<file path="config.mk">
export PLATFORM = sky130hd
export DESIGN_NAME = message_slot_queue_line_assembly
export DESIGN_NICKNAME = d
export VERILOG_FILES = /design/src/rtl/core/msqla_pkg.sv /design/src/rtl/core/message_slot_queue_line_assembly.sv /design/src/rtl/core/msqla_ram.sv /design/src/rtl/core/msqla_dp.sv /design/src/rtl/core/msqla_ctrl.sv
export SDC_FILE = /design/constraint.sdc
export NUM_CORES = 2
export LEC_CHECK = 0
export ABC_AREA = 1
export BUFFER_PORTS_ARGS = -buffer_cell sky130_fd_sc_hd__buf_2
export CAP_MARGIN = 5
export CORE_MARGIN = 3
export CORE_UTILIZATION = 40
export DETAILED_ROUTE_END_ITERATION = 8
export GPL_TIMING_DRIVEN = 0
export HOLD_SLACK_MARGIN = 0.05
export SLEW_MARGIN = 20
export SYNTH_ARGS = -nofsm -noshare
export SYNTH_HDL_FRONTEND = slang
export SYNTH_SLANG_ARGS = --single-unit
</file>
<file path="constraint.sdc">
create_clock -name aclk -period 14.5 [get_ports aclk]
set_input_delay 1.45 -clock aclk [delete_from_list [all_inputs] [get_ports aclk]]
set_output_delay 1.45 -clock aclk [all_outputs]
set_load 0.1 [all_outputs]
</file>
<file path="src/rtl/core/msqla_pkg.sv">
// Shared types, status codes and defaults for the message slot queue.
package msqla_pkg;

    localparam int SLOT_COUNT_DEF = 16;
    localparam int SLOT_BYTES_DEF = 16;

    localparam logic [7:0] CR_BYTE = 8'h0d;

    localparam logic [1:0] ST_ECHO  = 2'd0;
    localparam logic [1:0] ST_MSG   = 2'd1;
    localparam logic [1:0] ST_EMPTY = 2'd2;
    localparam logic [1:0] ST_HALT  = 2'd3;

    localparam logic ACT_RX  = 1'b0;
    localparam logic ACT_POP = 1'b1;

    typedef struct packed {
        logic       action;
        logic [7:0] rx_byte;
    } in_word_t;

    typedef struct packed {
        logic [1:0] status;
        logic [7:0] data_byte;
        logic       last_of_run;
    } out_word_t;

    typedef struct packed {
        logic       latch;
        logic       line_wr;
        logic       set_halt;
        logic       copy_rd;
        logic       push_done;
        logic       pop_en;
        logic       pop_done;
        logic       res_load;
        logic [1:0] res_code;
    } cmd_t;

    typedef struct packed {
        logic halted;
        logic action;
        logic line_done;
        logic ring_full;
        logic ring_empty;
        logic copy_last;
        logic out_free;
        logic pop_last_move;
    } sts_t;

endpackage

</file>
<file path="src/rtl/core/message_slot_queue_line_assembly.sv">
// Top level: message slot queue with line assembly.
//
//   port group   dir  payload     meaning
//   s_*          in   in_word_t   received byte or pop request
//   m_*          out  out_word_t  echo, message byte, empty or halted status
//
// An echo, empty or halted result is loaded once the output register is free; the next word
// is taken after that. A completed line is first copied into a slot: the line RAM read port
// copies one byte a cycle. A pop loads the slot's bytes into the output register one byte a
// cycle from the slot RAM read port, slower while m_ready is low.
// One item is in work at a time.
// Reset clears indexes, line valid bits and control; the slot RAM needs no clearing pass.
module message_slot_queue_line_assembly #(
    parameter int SLOT_COUNT = msqla_pkg::SLOT_COUNT_DEF,
    parameter int SLOT_BYTES = msqla_pkg::SLOT_BYTES_DEF
) (
    input  logic                 aclk,
    input  logic                 aresetn,
    input  logic                 s_valid,
    output logic                 s_ready,
    input  msqla_pkg::in_word_t  s_word,
    output logic                 m_valid,
    input  logic                 m_ready,
    output msqla_pkg::out_word_t m_word
);

    msqla_pkg::cmd_t cmd;
    msqla_pkg::sts_t sts;

    msqla_ctrl u_ctrl (
        .aclk    (aclk),
        .aresetn (aresetn),
        .s_valid (s_valid),
        .s_ready (s_ready),
        .sts     (sts),
        .cmd     (cmd)
    );

    msqla_dp #(
        .SLOT_COUNT (SLOT_COUNT),
        .SLOT_BYTES (SLOT_BYTES)
    ) u_dp (
        .aclk    (aclk),
        .aresetn (aresetn),
        .s_word  (s_word),
        .cmd     (cmd),
        .sts     (sts),
        .m_valid (m_valid),
        .m_ready (m_ready),
        .m_word  (m_word)
    );

`ifndef SYNTHESIS
    a_one_item: assert property (@(posedge aclk) disable iff (!aresetn)
        s_valid && s_ready |=> !s_ready)
        else $error("new word taken while an item is in work");

    a_halt_sticks: assert property (@(posedge aclk) disable iff (!aresetn)
        sts.halted |=> sts.halted)
        else $error("halted flag dropped");

    a_mid_run_msg: assert property (@(posedge aclk) disable iff (!aresetn)
        m_valid && !m_word.last_of_run |-> m_word.status == msqla_pkg::ST_MSG)
        else $error("non-final word that is not a message byte");

    a_zero_data: assert property (@(posedge aclk) disable iff (!aresetn)
        m_valid && (m_word.status == msqla_pkg::ST_EMPTY ||
                    m_word.status == msqla_pkg::ST_HALT) |-> m_word.data_byte == 8'd0)
        else $error("status word carries data");
`endif

endmodule

</file>
<file path="src/rtl/core/msqla_ram.sv">
// Generic single write port, single read port RAM with registered read.
module msqla_ram #(
    parameter int WIDTH = 8,
    parameter int DEPTH = 16
) (
    input  logic                     aclk,
    input  logic                     we,
    input  logic [$clog2(DEPTH)-1:0] waddr,
    input  logic [WIDTH-1:0]         wdata,
    input  logic                     re,
    input  logic [$clog2(DEPTH)-1:0] raddr,
    output logic [WIDTH-1:0]         rdata
);

    logic [WIDTH-1:0] mem [DEPTH];
    logic [WIDTH-1:0] rdata_reg;

    always_ff @(posedge aclk) begin
        if (we) begin
            mem[waddr] <= wdata;
        end
        if (re) begin
            rdata_reg <= mem[raddr];
        end
    end

    assign rdata = rdata_reg;

endmodule

</file>
<file path="src/rtl/core/msqla_dp.sv">
// Datapath: line store, slot store, ring indexes, pop staging and output register.
module msqla_dp #(
    parameter int SLOT_COUNT = msqla_pkg::SLOT_COUNT_DEF,
    parameter int SLOT_BYTES = msqla_pkg::SLOT_BYTES_DEF
) (
    input  logic                aclk,
    input  logic                aresetn,
    input  msqla_pkg::in_word_t s_word,
    input  msqla_pkg::cmd_t     cmd,
    output msqla_pkg::sts_t     sts,
    output logic                m_valid,
    input  logic                m_ready,
    output msqla_pkg::out_word_t m_word
);

    localparam int IDX_W   = $clog2(SLOT_COUNT);
    localparam int LINE_W  = $clog2(SLOT_BYTES);
    localparam int CNT_W   = $clog2(SLOT_BYTES + 1);
    localparam int SADDR_W = $clog2(SLOT_COUNT * SLOT_BYTES);
    localparam logic [LINE_W-1:0] LINE_LAST = LINE_W'(SLOT_BYTES - 1);
    localparam logic [IDX_W-1:0]  IDX_LAST  = IDX_W'(SLOT_COUNT - 1);

    function automatic logic [IDX_W-1:0] ring_next(input logic [IDX_W-1:0] idx);
        logic [IDX_W-1:0] nxt;
        nxt = (idx == IDX_LAST) ? '0 : idx + 1'b1;
        return nxt;
    endfunction

    msqla_pkg::in_word_t  item_reg;
    msqla_pkg::out_word_t out_reg, out_next;
    logic                  halted_reg, halted_next;
    logic [IDX_W-1:0]      head_reg, head_next;
    logic [IDX_W-1:0]      tail_reg, tail_next;
    logic [LINE_W-1:0]     count_reg, count_next;
    logic [SLOT_BYTES-1:0] vld_reg, vld_next;
    logic [LINE_W-1:0]     cpy_idx_reg, cpy_idx_next;
    logic                  cpy_pend_reg;
    logic [LINE_W-1:0]     cpy_widx_reg;
    logic                  cpy_zero_reg;
    logic [CNT_W-1:0]      pop_cnt_reg, pop_cnt_next;
    logic                  hold_v_reg, hold_v_next;
    logic                  hold_last_reg, hold_last_next;
    logic                  m_valid_reg, m_valid_next;

    logic [7:0]         line_rdata;
    logic [7:0]         slot_rdata;
    logic [7:0]         slot_wdata;
    logic [SADDR_W-1:0] tail_base;
    logic [SADDR_W-1:0] head_base;
    logic [SADDR_W-1:0] slot_waddr;
    logic [SADDR_W-1:0] slot_raddr;
    logic               line_done;
    logic               out_free;
    logic               move;
    logic               pop_re;

    assign tail_base  = SADDR_W'(tail_reg) * SADDR_W'(SLOT_BYTES);
    assign head_base  = SADDR_W'(head_reg) * SADDR_W'(SLOT_BYTES);
    assign slot_waddr = tail_base + SADDR_W'(cpy_widx_reg);
    assign slot_raddr = head_base + SADDR_W'(pop_cnt_reg[LINE_W-1:0]);
    assign slot_wdata = cpy_zero_reg ? 8'd0 : line_rdata;

    assign line_done = (item_reg.rx_byte == msqla_pkg::CR_BYTE) || (count_reg == LINE_LAST);
    assign out_free  = !m_valid_reg || m_ready;
    assign move      = hold_v_reg && out_free;
    assign pop_re    = cmd.pop_en && (pop_cnt_reg < CNT_W'(SLOT_BYTES)) &&
                       (!hold_v_reg || move);

    msqla_ram #(
        .WIDTH (8),
        .DEPTH (SLOT_BYTES)
    ) u_line_ram (
        .aclk  (aclk),
        .we    (cmd.line_wr),
        .waddr (count_reg),
        .wdata (item_reg.rx_byte),
        .re    (cmd.copy_rd),
        .raddr (cpy_idx_reg),
        .rdata (line_rdata)
    );

    msqla_ram #(
        .WIDTH (8),
        .DEPTH (SLOT_COUNT * SLOT_BYTES)
    ) u_slot_ram (
        .aclk  (aclk),
        .we    (cpy_pend_reg),
        .waddr (slot_waddr),
        .wdata (slot_wdata),
        .re    (pop_re),
        .raddr (slot_raddr),
        .rdata (slot_rdata)
    );

    always_comb begin
        halted_next    = halted_reg | cmd.set_halt;
        head_next      = cmd.pop_done ? ring_next(head_reg) : head_reg;
        tail_next      = cmd.push_done ? ring_next(tail_reg) : tail_reg;
        count_next     = count_reg;
        vld_next       = vld_reg;
        cpy_idx_next   = cpy_idx_reg;
        pop_cnt_next   = pop_cnt_reg;
        hold_v_next    = hold_v_reg;
        hold_last_next = hold_last_reg;
        m_valid_next   = m_valid_reg;
        out_next       = out_reg;

        if (cmd.line_wr) begin
            vld_next[count_reg] = 1'b1;
            if (!line_done) begin
                count_next = count_reg + 1'b1;
            end
        end
        if (cmd.push_done) begin
            count_next = '0;
        end

        if (cmd.latch) begin
            cpy_idx_next = '0;
            pop_cnt_next = '0;
        end else if (cmd.copy_rd) begin
            cpy_idx_next = (cpy_idx_reg == LINE_LAST) ? '0 : cpy_idx_reg + 1'b1;
        end

        if (pop_re) begin
            pop_cnt_next   = pop_cnt_reg + 1'b1;
            hold_v_next    = 1'b1;
            hold_last_next = (pop_cnt_reg[LINE_W-1:0] == LINE_LAST);
        end else if (move) begin
            hold_v_next = 1'b0;
        end

        if (m_ready) begin
            m_valid_next = 1'b0;
        end
        if (move) begin
            m_valid_next         = 1'b1;
            out_next.status      = msqla_pkg::ST_MSG;
            out_next.data_byte   = slot_rdata;
            out_next.last_of_run = hold_last_reg;
        end else if (cmd.res_load) begin
            m_valid_next         = 1'b1;
            out_next.status      = cmd.res_code;
            out_next.data_byte   = (cmd.res_code == msqla_pkg::ST_ECHO) ?
                                   item_reg.rx_byte : 8'd0;
            out_next.last_of_run = 1'b1;
        end
    end

    always_ff @(posedge aclk) begin
        if (!aresetn) begin
            halted_reg    <= 1'b0;
            head_reg      <= '0;
            tail_reg      <= '0;
            count_reg     <= '0;
            vld_reg       <= '0;
            cpy_idx_reg   <= '0;
            cpy_pend_reg  <= 1'b0;
            pop_cnt_reg   <= '0;
            hold_v_reg    <= 1'b0;
            hold_last_reg <= 1'b0;
            m_valid_reg   <= 1'b0;
        end else begin
            halted_reg    <= halted_next;
            head_reg      <= head_next;
            tail_reg      <= tail_next;
            count_reg     <= count_next;
            vld_reg       <= vld_next;
            cpy_idx_reg   <= cpy_idx_next;
            cpy_pend_reg  <= cmd.copy_rd;
            pop_cnt_reg   <= pop_cnt_next;
            hold_v_reg    <= hold_v_next;
            hold_last_reg <= hold_last_next;
            m_valid_reg   <= m_valid_next;
        end
    end

    always_ff @(posedge aclk) begin
        if (cmd.latch) begin
            item_reg <= s_word;
        end
        cpy_widx_reg <= cpy_idx_reg;
        cpy_zero_reg <= !vld_reg[cpy_idx_reg];
        out_reg      <= out_next;
    end

    always_comb begin
        sts.halted        = halted_reg;
        sts.action        = item_reg.action;
        sts.line_done     = line_done;
        sts.ring_full     = (ring_next(tail_reg) == head_reg);
        sts.ring_empty    = (head_reg == tail_reg);
        sts.copy_last     = (cpy_idx_reg == LINE_LAST);
        sts.out_free      = out_free;
        sts.pop_last_move = move && hold_last_reg;
    end

    assign m_valid = m_valid_reg;
    assign m_word  = out_reg;

endmodule

</file>
<file path="src/rtl/core/msqla_ctrl.sv">
// Controller: sequences receive, line push, pop and single-word results.
module msqla_ctrl (
    input  logic            aclk,
    input  logic            aresetn,
    input  logic            s_valid,
    output logic            s_ready,
    input  msqla_pkg::sts_t sts,
    output msqla_pkg::cmd_t cmd
);

    localparam logic [2:0] S_IDLE     = 3'd0;
    localparam logic [2:0] S_DECIDE   = 3'd1;
    localparam logic [2:0] S_COPY     = 3'd2;
    localparam logic [2:0] S_COPY_END = 3'd3;
    localparam logic [2:0] S_POP      = 3'd4;
    localparam logic [2:0] S_RESULT   = 3'd5;

    logic [2:0] state_reg, state_next;
    logic [1:0] code_reg, code_next;

    always_comb begin
        state_next   = state_reg;
        code_next    = code_reg;
        cmd          = '0;
        cmd.res_code = code_reg;
        s_ready      = 1'b0;

        case (state_reg)
            S_IDLE: begin
                s_ready = 1'b1;
                if (s_valid) begin
                    cmd.latch  = 1'b1;
                    state_next = S_DECIDE;
                end
            end
            S_DECIDE: begin
                if (sts.halted) begin
                    code_next  = msqla_pkg::ST_HALT;
                    state_next = S_RESULT;
                end else if (sts.action == msqla_pkg::ACT_RX) begin
                    cmd.line_wr = 1'b1;
                    if (sts.line_done && sts.ring_full) begin
                        cmd.set_halt = 1'b1;
                        code_next    = msqla_pkg::ST_HALT;
                        state_next   = S_RESULT;
                    end else if (sts.line_done) begin
                        state_next = S_COPY;
                    end else begin
                        code_next  = msqla_pkg::ST_ECHO;
                        state_next = S_RESULT;
                    end
                end else if (sts.ring_empty) begin
                    code_next  = msqla_pkg::ST_EMPTY;
                    state_next = S_RESULT;
                end else begin
                    state_next = S_POP;
                end
            end
            S_COPY: begin
                cmd.copy_rd = 1'b1;
                if (sts.copy_last) begin
                    state_next = S_COPY_END;
                end
            end
            S_COPY_END: begin
                cmd.push_done = 1'b1;
                code_next     = msqla_pkg::ST_ECHO;
                state_next    = S_RESULT;
            end
            S_POP: begin
                cmd.pop_en = 1'b1;
                if (sts.pop_last_move) begin
                    cmd.pop_done = 1'b1;
                    state_next   = S_IDLE;
                end
            end
            S_RESULT: begin
                if (sts.out_free) begin
                    cmd.res_load = 1'b1;
                    state_next   = S_IDLE;
                end
            end
            default: begin
                state_next = S_IDLE;
            end
        endcase
    end

    always_ff @(posedge aclk) begin
        if (!aresetn) begin
            state_reg <= S_IDLE;
            code_reg  <= msqla_pkg::ST_ECHO;
        end else begin
            state_reg <= state_next;
            code_reg  <= code_next;
        end
    end

endmodule
</file>
==> impl_metrics.json <==
{
  "rows": 177,
  "overflow": 0,
  "rsz0062_at_grt": "no",
  "synth_edf_count": 2210,
  "syn_to_final_growth_pct": 14.2,
  "io_pins": 26,
  "relSlewSlack_pct": 10.8,
  "ys_ff_latch": 2264,
  "finalClockSkew_ns": 0.0442,
  "synth-warning-count": 0,
  "crit_top_cell": "nand2_1",
  "synth.most_common_cell": "nand2_1",
  "synth_top_cell_by_area": "edfxtp_1",
  "cts.repair.resized": 0,
  "crit_type": "reg -> reg",
  "cts_tree": "done",
  "finalPower_w": 0.0145,
  "critPathCaptureType": "flip-flop",
  "grt_pass1_wl_mm": 476,
  "clkLatencyLatePin_ns": 0.88,
  "final_nets": 8774,
  "synth_cell_types": 40,
  "largest_reg_flops": 2048,
  "numCtsBuffers": 221,
  "maxCapViolations": 0,
  "fin_crit_sh_pct": 28.7,
  "die-area_um2": 241000,
  "p_leak_nw": 39.4,
  "fin_crit_ns": 4.17,
  "grt_max_degree": 36,
  "synth_fp_nets": 8441,
  "final-max-slew-violation-count": 0,
  "start_util_pct": 40.3,
  "dp_hpwl_mm": 236,
  "netlist_instances": 8417,
  "worstMarginPinSlew_ns": 1.33,
  "hold_buffers": 0,
  "core-area_um2": 233000,
  "cpPeakStageDelay_ns": 0.90,
  "wl_per_cell_um": 28.4,
  "dp.cells": 11700,
  "grt_pass1_vias": 63400,
  "path_delay_family": "buffers and inverters",
  "syn_avg_cell_area_um2": 11.2,
  "cp_cell_sequence": "buf_4, buf_2, buf_1, nand3_1, nand3_1, nand3_1, nand2_1, nand2_1, nand3_1, nand2_1, nand2_1, nand2_1, inv_1, nand2_1",
  "status": "complete, no violations",
  "post-route-util_pct": 46.0,
  "drc_errors": 0,
  "firstDrtPassIters": 9,
  "antenna_found_initial": 12,
  "htree_levels": 4,
  "root_buffer": "clkbuf_16",
  "cts_setup_buffers": 0,
  "stdcell_count": 12100,
  "max_freq_ghz": 0.240,
  "worstPathMaxFanout": 11,
  "async_flop_share_pct": 0,
  "synthFlopType": "edfxtp_1",
  "gp_congestion": 0.963,
  "io_buffers": 25,
  "final-hold-violation-count": 0,
  "clk_transition_reported_paths_ns": 0.06,
  "worstPathRequired_ns": 15.03,
  "viasPerCell": 5.72,
  "setup_viol": 0,
  "mappedNetlistArea_um2": 93900,
  "grt.total_usage_pct": 27.7,
  "die_w_um": 491,
  "irDropWorstVdd_uv": 144,
  "slowest_stage": "buf_1",
  "synth_top_area_share_pct": 70.7,
  "ant_nets": 0,
  "worstSetupStartpointType": "flip-flop",
  "vias": 69100,
  "drt_iter0_drc": 10900,
  "clk_path_buf_depth": 3,
  "hp-class": "reg -> reg",
  "layout-drive-gt1-share_pct": 8.67,
  "seq_area_frac_synth_pct": 71.8,
  "synthTopCellsByArea": "edfxtp_1 71%, nand2_1 10%, nand3_1 7.8%, nor2_1 3.0%, inv_1 1.7%",
  "cts.sink_count": 2264,
  "path_buf_inv": 4,
  "synth_common_cells": "2,566 x nand2_1, 2,210 x edfxtp_1, 1,471 x nand3_1",
  "wirelength_mm": 344,
  "arrival_ns": 4.70,
  "power.density_nw_per_um2": 135,
  "die_y_um": 491
}
layout make-up:
class	count	area, µm²
diodes	12	30.0
plain buffers	510	2620
clock buffers	265	5800
clock inverters	147	1390
fillers	21200	126000
inverters	442	1660
multi-input cells	5201	22400
flip-flops and latches	2264	67400
well taps	3132	3920
repair buffers	110	2000
where the power goes:
| part | internal (W) | switching, W |
|---|---|---|
| registers | 0.00721 | 0.0000215 |
| logic | 0.000340 | 0.00106 |
| clock network | 0.00329 | 0.00253 |
| total | 0.0108 | 0.00361 |
worst paths after layout:
path | from | to | slack, ns | depth (start not counted)
max | u_dp.pop_cnt_reg[1]$_SDFFE_PN0P_ | u_dp.u_slot_ram.rdata[5]$_DFFE_PP_ | 10.33 | 14
min | u_dp.cpy_idx_reg[2]$_SDFFE_PP0P_ | u_dp.cpy_widx_reg[2]$_DFF_P_ | 0.36 | 0
max reg2reg | u_dp.pop_cnt_reg[1]$_SDFFE_PN0P_ | u_dp.u_slot_ram.rdata[5]$_DFFE_PP_ | 10.33 | 14
min reg2reg | u_dp.cpy_idx_reg[2]$_SDFFE_PP0P_ | u_dp.cpy_widx_reg[2]$_DFF_P_ | 0.36 | 0
cell usage in the layout, fill, tap and decap left out, drive strengths merged:
cell and count:
bufinv 26, xor2 2, a211oi 3, nand3 1471, a31oi 1, a21boi 2, nor3b 1, a32o 1
o211ai 37, nand2 2567, nand4 4, clkinv 116, a21oi 41, clkbuf 412, nor2 759, o22ai 22
ha 11, a32oi 1, edfxtp 2210, o31ai 2, diode 12, xnor2 6, clkinvlp 7, o21a 1
o221ai 13, a221oi 1, o21ai 245, buf 473, nor3 10, dfxtp 54, inv 440
worst register-to-register path, stage by stage (launching register included):
cell     delay [ns]
dfxtp_1        0.33
buf_4          0.30
buf_2          0.47
buf_1          0.91
nand3_1        0.26
nand3_1        0.17
nand3_1        0.20
nand2_1        0.22
nand2_1        0.09
nand3_1        0.22
nand2_1        0.09
nand2_1        0.06
nand2_1        0.05
inv_1          0.19
nand2_1        0.28
metrics by stage:
stage / instance area (µm²) / hold slack [ns] / TNS [ns] / setup WS (ns)
after floorplan: 93900 / 0.329 / 0 / 6.72
after global placement: 98000 / 0.350 / -6716.72 / -3.74
after detailed placement: 100000 / 0.343 / 0 / 10.50
after CTS: 107000 / 0.363 / 0 / 10.47
after global routing: 107000 / 0.376 / 0 / 10.37
final: 107000 / 0.362 / 0 / 10.33
routing by layer:
layer / GRT usage [%] / vias to the layer above / share of wire [%]
li1: - / 29500 / -
met1: 37.7 / 33700 / 38
met2: 41.7 / 4976 / 44
met3: 6.44 / 820 / 13
met4: 13.8 / 2 / 5.4
met5: 0 / - / 0.0038
logic make-up after synthesis:
kind of cell	share of synthesized area (%)
adder cells (fa/ha/maj)	0.147
XOR/XNOR	0.0746
AND/OR/NAND/NOR	21.2
flip-flops	71.8
buffers and inverters	4.53
AO/OA/AOI/OAI	2.20
Note: power is estimated with default switching activity, not from simulation.
